`config.mk`:
```
export PLATFORM = sky130hd
export DESIGN_NAME = g2b_ctrl
export DESIGN_NICKNAME = d
export VERILOG_FILES = /design/src/rtl/g2b_pkg.sv /design/src/rtl/g2b_ctrl.sv
export SDC_FILE = /design/constraint.sdc
export NUM_CORES = 1
export LEC_CHECK = 0
export BUFFER_PORTS_ARGS = -buffer_cell sky130_fd_sc_hd__buf_2
export CAP_MARGIN = 0
export CORE_AREA = 5 5 42 44
export DETAILED_ROUTE_END_ITERATION = 6
export DIE_AREA = 0 0 47 49
export GPL_ROUTABILITY_DRIVEN = 0
export GPL_TIMING_DRIVEN = 0
export PLACE_DENSITY = 0.41
export SYNTH_ARGS = -nofsm -noshare
export SYNTH_HDL_FRONTEND = slang
export SYNTH_SLANG_ARGS = --single-unit
```
`constraint.sdc`:
```
create_clock -name aclk -period 2.95 [get_ports aclk]
set_input_delay 0 -clock aclk [delete_from_list [all_inputs] [get_ports aclk]]
set_output_delay 0 -clock aclk [all_outputs]
set_load 0.05 [all_outputs]
```
`src/rtl/g2b_pkg.sv`:
```
// Shared constants, codes and controller/datapath interface types for the binarizer.
package g2b_pkg;

    localparam int MAX_WIDTH_DEF  = 1024;
    localparam int MAX_HEIGHT_DEF = 1024;

    // Field and register widths
    localparam int PIX_W     = 8;
    localparam int BYTE_W    = 8;
    localparam int BYTE_SEL_W = 3;
    localparam int MODE_W    = 2;
    localparam int THR_W     = 9;
    localparam int DIM_W     = 11;
    localparam int CFG_W     = 11;
    localparam int CFG_IDX_W = 2;
    localparam int CUT_W     = 9;
    localparam int SUM_W     = 28;
    localparam int PROD_W    = 2 * DIM_W;

    // Error diffusion arithmetic
    localparam int Q_FRAC      = 8;
    localparam int ERR_W       = 20;
    localparam int DIFF_SHIFT  = 4;
    localparam int D_W         = ERR_W - DIFF_SHIFT;
    localparam int CARRY_W     = D_W + 3;
    localparam int DARK_LIMIT  = 32768;
    localparam int WHITE_Q8    = 65280;
    localparam int CUT_MAX     = 256;

    // Register indexes
    localparam logic [CFG_IDX_W-1:0] REG_MODE      = 2'd0;
    localparam logic [CFG_IDX_W-1:0] REG_THRESHOLD = 2'd1;
    localparam logic [CFG_IDX_W-1:0] REG_WIDTH     = 2'd2;
    localparam logic [CFG_IDX_W-1:0] REG_HEIGHT    = 2'd3;

    // Mode codes; the unused code behaves as fixed threshold
    localparam logic [MODE_W-1:0] MODE_DITHER = 2'd0;
    localparam logic [MODE_W-1:0] MODE_MEAN   = 2'd1;
    localparam logic [MODE_W-1:0] MODE_FIXED  = 2'd2;

    // Reset values
    localparam logic [MODE_W-1:0] MODE_RST      = MODE_FIXED;
    localparam logic [THR_W-1:0]  THRESHOLD_RST = 9'd128;
    localparam logic [DIM_W-1:0]  WIDTH_RST     = 11'd1024;
    localparam logic [DIM_W-1:0]  HEIGHT_RST    = 11'd1024;
    localparam logic [CUT_W-1:0]  CUTOFF_RST    = 9'd128;

    typedef struct packed {
        logic capture;
        logic err_step;
        logic diff_step;
        logic update;
        logic mul_step;
        logic div_start;
        logic cutoff_load;
    } g2b_cmd_t;

    typedef struct packed {
        logic out_block;
        logic div_needed;
        logic div_done;
    } g2b_status_t;

endpackage

```
`src/rtl/g2b_ctrl.sv`:
```
// Controller: sequences each item through the datapath stages and the cutoff division.
module g2b_ctrl import g2b_pkg::*; (
    input  logic        aclk,
    input  logic        aresetn,
    input  logic        s_tvalid,
    output logic        s_tready,
    input  g2b_status_t status,
    output g2b_cmd_t    cmd
);

    localparam logic [2:0] ST_IDLE = 3'd0;
    localparam logic [2:0] ST_ERR  = 3'd1;
    localparam logic [2:0] ST_DIFF = 3'd2;
    localparam logic [2:0] ST_UPD  = 3'd3;
    localparam logic [2:0] ST_MUL  = 3'd4;
    localparam logic [2:0] ST_DST  = 3'd5;
    localparam logic [2:0] ST_DIV  = 3'd6;

    logic [2:0] state_reg, state_next;

    always_comb begin
        state_next = state_reg;
        cmd        = '0;
        s_tready   = 1'b0;
        case (state_reg)
            ST_IDLE: begin
                s_tready = 1'b1;
                if (s_tvalid) begin
                    cmd.capture = 1'b1;
                    state_next  = ST_ERR;
                end
            end
            ST_ERR: begin
                cmd.err_step = 1'b1;
                state_next   = ST_DIFF;
            end
            ST_DIFF: begin
                cmd.diff_step = 1'b1;
                state_next    = ST_UPD;
            end
            ST_UPD: begin
                // hold while the previous byte still sits in the output register
                if (!status.out_block) begin
                    cmd.update = 1'b1;
                    state_next = status.div_needed ? ST_MUL : ST_IDLE;
                end
            end
            ST_MUL: begin
                cmd.mul_step = 1'b1;
                state_next   = ST_DST;
            end
            ST_DST: begin
                cmd.div_start = 1'b1;
                state_next    = ST_DIV;
            end
            ST_DIV: begin
                if (status.div_done) begin
                    cmd.cutoff_load = 1'b1;
                    state_next      = ST_IDLE;
                end
            end
            default: begin
                state_next = ST_IDLE;
            end
        endcase
    end

    always_ff @(posedge aclk) begin
        if (!aresetn) begin
            state_reg <= ST_IDLE;
        end else begin
            state_reg <= state_next;
        end
    end

endmodule

```
# [After elaboration in Yosys (flattened, before gate mapping)]
# Cells that the tools add are included.
[word_totals] elab_cells=28 inputBits=6 reg_bits=3 out_inout_bits=8
[classes] n_reduce_logical=2 n_eq_ne=9 muxes=16
[op_table] op="3-bit one-hot mux with 7 select lines" count=1
[op_table] op="3-bit two-way mux" count=4
[op_table] op="1-bit two-way mux" count=11
[op_table] op="3-bit equality test (second input constant)" count=3
[op_table] op="3-bit by 2-bit equality test with 1-bit output (second input constant)" count=2
[op_table] op="2-bit != test (second input constant)" count=3
[op_table] op="3-bit by 1-bit equality test with 1-bit output (second input constant)" count=1
[op_table] op="3-bit zero test" count=1
[op_table] op="3-bit AND reduction" count=1

# [Longest topological paths before layout]
# Gate-level depths: netlist of run 1.
[depth] word_depth=3 ltp_mapped=4 ltp_nobuf=3

# [Worst setup path before layout of run 1]
# OpenSTA, ideal clock, no wires.
[synth_path] path_kind="register to output" startpoint="register state_reg[0]" endpoint="output cmd[6] in the netlist's numbering" path_buffers=1 t_required_ns=2.950 setup_slack_ns=0.820 stages_incl_launch_ff=4 t_arrival_ns=2.130 cell_sequence="dfxtp_1 > buf_2 > nor3_1 > and2_1"
[synth_rtl] element="start, declared" line="g2b_ctrl.sv:19" text="logic [2:0] state_reg, state_next;"
[synth_rtl] element="start signal, assigned" line="g2b_ctrl.sv:72" text="state_reg <= state_next;"
[synth_rtl] element="end, declared" line="g2b_ctrl.sv:8" text="output g2b_cmd_t cmd"

==> results of run 1 <==
-- where the power goes --
part | switching, W | total, W | internal, W
clock network | 0.0000194 | 0.0000700 | 0.0000506
logic | 0.0000587 | 0.0000839 | 0.0000252
registers | 0.00000322 | 0.0000481 | 0.0000449
-- per-stage QoR --
| stage | power (W) | worst slack (ns) | std cells | utilization (%) | hold slack (ns) |
|---|---|---|---|---|---|
| 2_1_floorplan | 0.000114 | 0.820 | 30 | - | 0.130 |
| 3_3_place_gp | 0.000134 | 1.77 | 59 | 22.5 | 0.282 |
| 3_5_place_dp | 0.000133 | 1.78 | 59 | 22.5 | 0.274 |
| 4_1_cts | 0.000207 | 1.59 | 63 | 24.4 | 0.0326 |
| 5_1_grt | 0.000218 | 1.50 | 63 | 24.4 | 0.0338 |
| 6_report | 0.000202 | 1.60 | 63 | 24.4 | 0.0389 |
-- cell type report --
class,instances,area (sq um)
tap,16,20.0
multi-input combinational,25,160
timing repair buffer,13,65.1
fill,182,1060
buffer,2,10.0
sequential,3,60.1
clock buffer,4,26.3
-- kinds of logic after synthesis --
family                 after synthesis
buffers and inverters                2
and+or+nand+nor                     20
DFF                                  3
muxes                                1
AOI/OAI and AO/OA                    4
-- how the worst max path moves through the flow --
stage | start | to | slack (ns) | depth (start not counted)
after floorplan | state_reg[0]$_SDFFE_PN0P_ | cmd[6] | 0.82 | 3
after global placement | state_reg[1]$_SDFFE_PN0P_ | state_reg[2]$_SDFFE_PN0P_ | 1.77 | 4
after detailed placement | state_reg[1]$_SDFFE_PN0P_ | state_reg[2]$_SDFFE_PN0P_ | 1.78 | 4
after CTS | state_reg[2]$_SDFFE_PN0P_ | cmd[2] | 1.59 | 3
after global routing | state_reg[0]$_SDFFE_PN0P_ | cmd[5] | 1.50 | 3
final | state_reg[0]$_SDFFE_PN0P_ | cmd[5] | 1.60 | 3
-- cells in the mapped netlist (all sizes together) --
cell	count	area share, %
nor2	4	6.5
dfxtp	3	26
nand2b	3	8.2
nor2b	3	8.2
a31oi	2	5.4
and2	2	5.4
buf	2	4.3
nor3	2	4.3
nor3b	2	6.5
and3	1	2.7
mux2	1	4.9
nand2	1	2.7
nor4	1	2.7
o2111a	1	4.9
o311a	1	4.3
or3	1	2.7
-- routing by layer --
layer,routed length (um),up-vias
met5,0,-
met4,0,0
met3,46,0
met2,275,10
met1,329,112
li1,-,143
-- critical path, cell delays in order (launching register included) --
cell and delay, ns:
dfxtp_1 0.39, buf_2 0.24, nor3b_1 0.20, buf_2 0.29
==> flow_metrics.env, run 1 <==
export IMPL_final_common_cell="buf_2"
export IMPL_worstPathRequired_ns=2.95
export IMPL_avgViaCountPerCell=4.21
export IMPL_cts_sinks=3
export IMPL_ys_ff_latch=3
export IMPL_synth_warnings=0
export IMPL_rows=14
export IMPL_grtUsageMet3_pct=3.32
export IMPL_status="finished clean"
export IMPL_r2r_start="state_reg[1]$_SDFFE_PN0P_"
export IMPL_worstMarginPinSlew_ns=0.303
export IMPL_placed_area_sq_um=315
export IMPL_hold_depth=2
export IMPL_fp_dieW_um=47
export IMPL_start_util_pct=16.4
export IMPL_reg2reg_depth=4
export IMPL_drt_total_wl_um=650
export IMPL_synth_simple_area_share_pct=50.0
export IMPL_rsz0062_at_grt="false"
export IMPL_fin_worst_skew_ns=0.00188
export IMPL_area_growth_pct=48.4
export IMPL_grtUsageMet1_pct=9.41
export IMPL_ant_nets=0
export IMPL_hold_start="aresetn"
export IMPL_maxSlewViolCount=0
export IMPL_finalCriticalPeriod_ns=1.35
export IMPL_relSlewSlack_pct=79.6
export IMPL_drtIter0Drc=5
export IMPL_r2r_slack_ns=1.77
export IMPL_startpoint_type="flop"
export IMPL_max_freq_ghz=0.740
export IMPL_die_h_um=49
export IMPL_min_to="state_reg[2]$_SDFFE_PN0P_"
export IMPL_layout_common_cells="15 x buf_2, 4 x nor2_1"
export IMPL_crit_type="flop to output pin"
export IMPL_p_per_area_mw_per_mm2=591
export IMPL_arrival_ns=1.35
export IMPL_dr_pass1_iters=2
export IMPL_grt_max_degree=11
export IMPL_synth_compound_area_share_pct=14.7
export IMPL_cts_hold_buf=0
export IMPL_vias=265
export IMPL_synth_cells=30
export IMPL_largest_reg_flops=3
export IMPL_drc=0
export IMPL_end_kind="output pin"
export IMPL_antenna_cells=0
export IMPL_yosysSeqAreaShare_pct=26.1
export IMPL_ir_drop_mv=0.154
export IMPL_finalHoldViolCount=0
export IMPL_synth_adder_area_share_pct=0
export IMPL_cts_path_max_buffers=2
export IMPL_top_usage_layer="met1"
export IMPL_wl_per_cell_um=10.3
export IMPL_syn_avg_cell_area_sq_um=7.67
export IMPL_ioPinCount=14
export IMPL_synth_net_count=36
export IMPL_fin_crit_sh_pct=45.8
export IMPL_post_route_cell_area_sq_um=342
export IMPL_fin_nets=54
export IMPL_clock_latency_ns=0.23
export IMPL_grtUsageTotal_pct=6.33
export IMPL_synth_xor_area_share_pct=0
export IMPL_min_path_type="primary input to flop"
export IMPL_dp_hpwl_um=503
export IMPL_cts_tree="done"
export IMPL_leakage_nw=0.173
export IMPL_coreArea_sq_mm=0.00140
export IMPL_antenna_found_initial=0
export IMPL_layout_drive_gt1_share_pct=42.6
export IMPL_synth_mux_area_share_pct=4.89
export IMPL_cts_root_buf="clkbuf_4"
export IMPL_cts_buffers=3
export IMPL_synth_cell_area_sq_um=230
export IMPL_yosysUniqueCellTypes=16
export IMPL_overflow=0
export IMPL_path_max_fanout=10
export IMPL_setup_violations=0
export IMPL_portBuffers=13
export IMPL_r2r_end="state_reg[2]$_SDFFE_PN0P_"
export IMPL_maxCapViolations=0
export IMPL_postCtsSetupRepairBufs=0
export IMPL_clk_pin_slew_ns=0.04
export IMPL_die_area_sq_mm=0.00230
export IMPL_grt_util_met2_pct=7.92
export IMPL_grt_pass1_vias=249
export IMPL_cts_resized_gates=0
export IMPL_grt_pass1_wl_um=1060
export IMPL_tns_ns=0
export IMPL_htree_num_levels=1
export IMPL_synth_top_family_by_area="simple AND/OR/NAND/NOR gates"
Note: power is estimated with default switching activity, not from simulation.
==> run 2: changes to the inputs <==
==> constraint.sdc (replaced) <==
create_clock -name aclk -period 1.4 [get_ports aclk]
set_input_delay 0 -clock aclk [delete_from_list [all_inputs] [get_ports aclk]]
set_output_delay 0 -clock aclk [all_outputs]
set_load 0.05 [all_outputs]
==> flow_metrics.env, run 2 (synthesized netlist as in run 1, its figures left out) <==
export IMPL_wl_per_cell_um=10.4
export IMPL_p_per_area_mw_per_mm2=1210
export IMPL_fillers=173
export IMPL_layout_common_cells="14 x buf_2, 4 x nor2_1, 4 x clkbuf_4"
export IMPL_status="finished clean"
export IMPL_cts_buffers=3
export IMPL_startpoint_type="flop"
export IMPL_fin_crit_sh_pct=94.9
export IMPL_max_freq_ghz=0.753
export IMPL_maxSlewViolCount=0
export IMPL_overflow=0
export IMPL_grt_max_degree=11
export IMPL_grt_pass1_vias=288
export IMPL_drtIter0Drc=8
export IMPL_drt_total_wl_um=655
export IMPL_hold_depth=2
export IMPL_grtUsageTotal_pct=6.39
export IMPL_crit_type="flop to output pin"
export IMPL_arrival_ns=1.33
export IMPL_setup_violations=0
export IMPL_worstMarginPinSlew_ns=0.309
export IMPL_crit_path_frequent_cell="buf_2"
export IMPL_ir_drop_mv=0.626
export IMPL_area_growth_pct=56.5
export IMPL_utilization_pct=25.7
export IMPL_clk_pin_slew_ns=0.03
export IMPL_antenna_cells=0
export IMPL_instances_no_fill=63
export IMPL_drc=0
export IMPL_avgViaCountPerCell=4.24
export IMPL_layout_drive_gt1_share_pct=51.1
export IMPL_htree_num_levels=1
export IMPL_post_place_ws_ns=0.200
export IMPL_fin_nets=54
export IMPL_rows=14
export IMPL_reg2reg_depth=4
export IMPL_min_path_type="primary input to flop"
export IMPL_leakage_nw=0.179
export IMPL_vias=267
export IMPL_slowest_delay_ns=0.39
export IMPL_final_common_cell="buf_2"
export IMPL_fin_worst_skew_ns=0.00254
export IMPL_portBuffers=13
export IMPL_antenna_found_initial=0
export IMPL_clock_latency_ns=0.23
export IMPL_end_kind="output pin"
export IMPL_ant_nets=0
export IMPL_coreArea_sq_mm=0.00140
export IMPL_path_cells="buf_2 > nor3b_2 > buf_2"
export IMPL_cts_path_max_buffers=2
export IMPL_maxCapViolations=0
export IMPL_largest_reg_flops=3
export IMPL_cts_sinks=3
export IMPL_fp_dieW_um=47
export IMPL_grt_pass1_wl_um=1140
export IMPL_path_max_fanout=10
export IMPL_dr_pass1_iters=2
export IMPL_cts_tree="done"
export IMPL_finalHoldViolCount=0
export IMPL_cpMaxStageDelayCell="dfxtp_1"
export IMPL_die_area_sq_mm=0.00230
export IMPL_setup_slack_ns=0.0721
export IMPL_worstPathRequired_ns=1.40
export IMPL_ioPinCount=14
export IMPL_postCtsSetupRepairBufs=0
export IMPL_rsz0062_at_grt="false"
export IMPL_dp_cells=59
export IMPL_cts_root_buf="clkbuf_4"
export IMPL_die_h_um=49
export IMPL_relSlewSlack_pct=79.2
export IMPL_finalCriticalPeriod_ns=1.33
export IMPL_start_util_pct=16.4
## run 2: cell count changes in the layout (fill, tap and decap cells not counted), sizes merged
cell    previous run  this run
buf               15        14
clkbuf             4         5
## run 2: power by group
part	internal [W]	total, W	switching (W)	leakage (nW)
registers	0.0000948	0.000102	0.00000691	0.0252
clock network	0.000107	0.000150	0.0000436	0.0150
logic	0.0000565	0.000182	0.000126	0.139
## run 2: metal layers
layer / GRT usage [%] / wire (um)
met5: 0 / 0
met4: 1.38 / 0
met3: 2.58 / 55
met2: 8.37 / 265
met1: 9.59 / 334
## run 2: path summary, 6_finish.rpt
path                        startpoint                   endpoint  slack (ns)
min                            aresetn  state_reg[2]$_SDFFE_PN0P_        0.03
max reg2reg  state_reg[1]$_SDFFE_PN0P_  state_reg[2]$_SDFFE_PN0P_        0.21
max          state_reg[0]$_SDFFE_PN0P_                     cmd[5]        0.07
min reg2reg  state_reg[0]$_SDFFE_PN0P_  state_reg[1]$_SDFFE_PN0P_        0.64
## run 2: critical path, delay by kind of cell (launching register included)
kind | cells | cell delay [ns]
buf+inv | 2 | 0.53
flops | 1 | 0.39
simple gates | 1 | 0.18
## run 2: area by class of cell
cell class	count	area, sq um	share of cell area, %
well taps	16	20.0	5.56
flip-flops and latches	3	61.3	17.0
plain buffers	2	10.0	2.78
clock buffers	4	26.3	7.29
repair buffers	13	67.6	18.7
multi-input cells	25	175	48.6
## run 2: timing repair
| item | CTS | global route |
|---|---|---|
| resized for setup | 1 | 1 |
| setup endpoints to repair | 1 | 1 |
| pin swaps | 0 | 0 |
| gates cloned | 0 | 0 |
| hold buffers | 0 | 0 |
## run 2: metrics by stage
step	setup TNS, ns	power (W)	hold WS [ns]	area [sq um]
3_3_place_gp	0	0.000287	0.278	330
4_1_cts	0	0.000443	0.0250	358
2_1_floorplan	-0.270	0.000245	0.130	245
6_report	0	0.000434	0.0300	360
5_1_grt	0	0.000469	0.0364	360
3_5_place_dp	0	0.000288	0.276	330
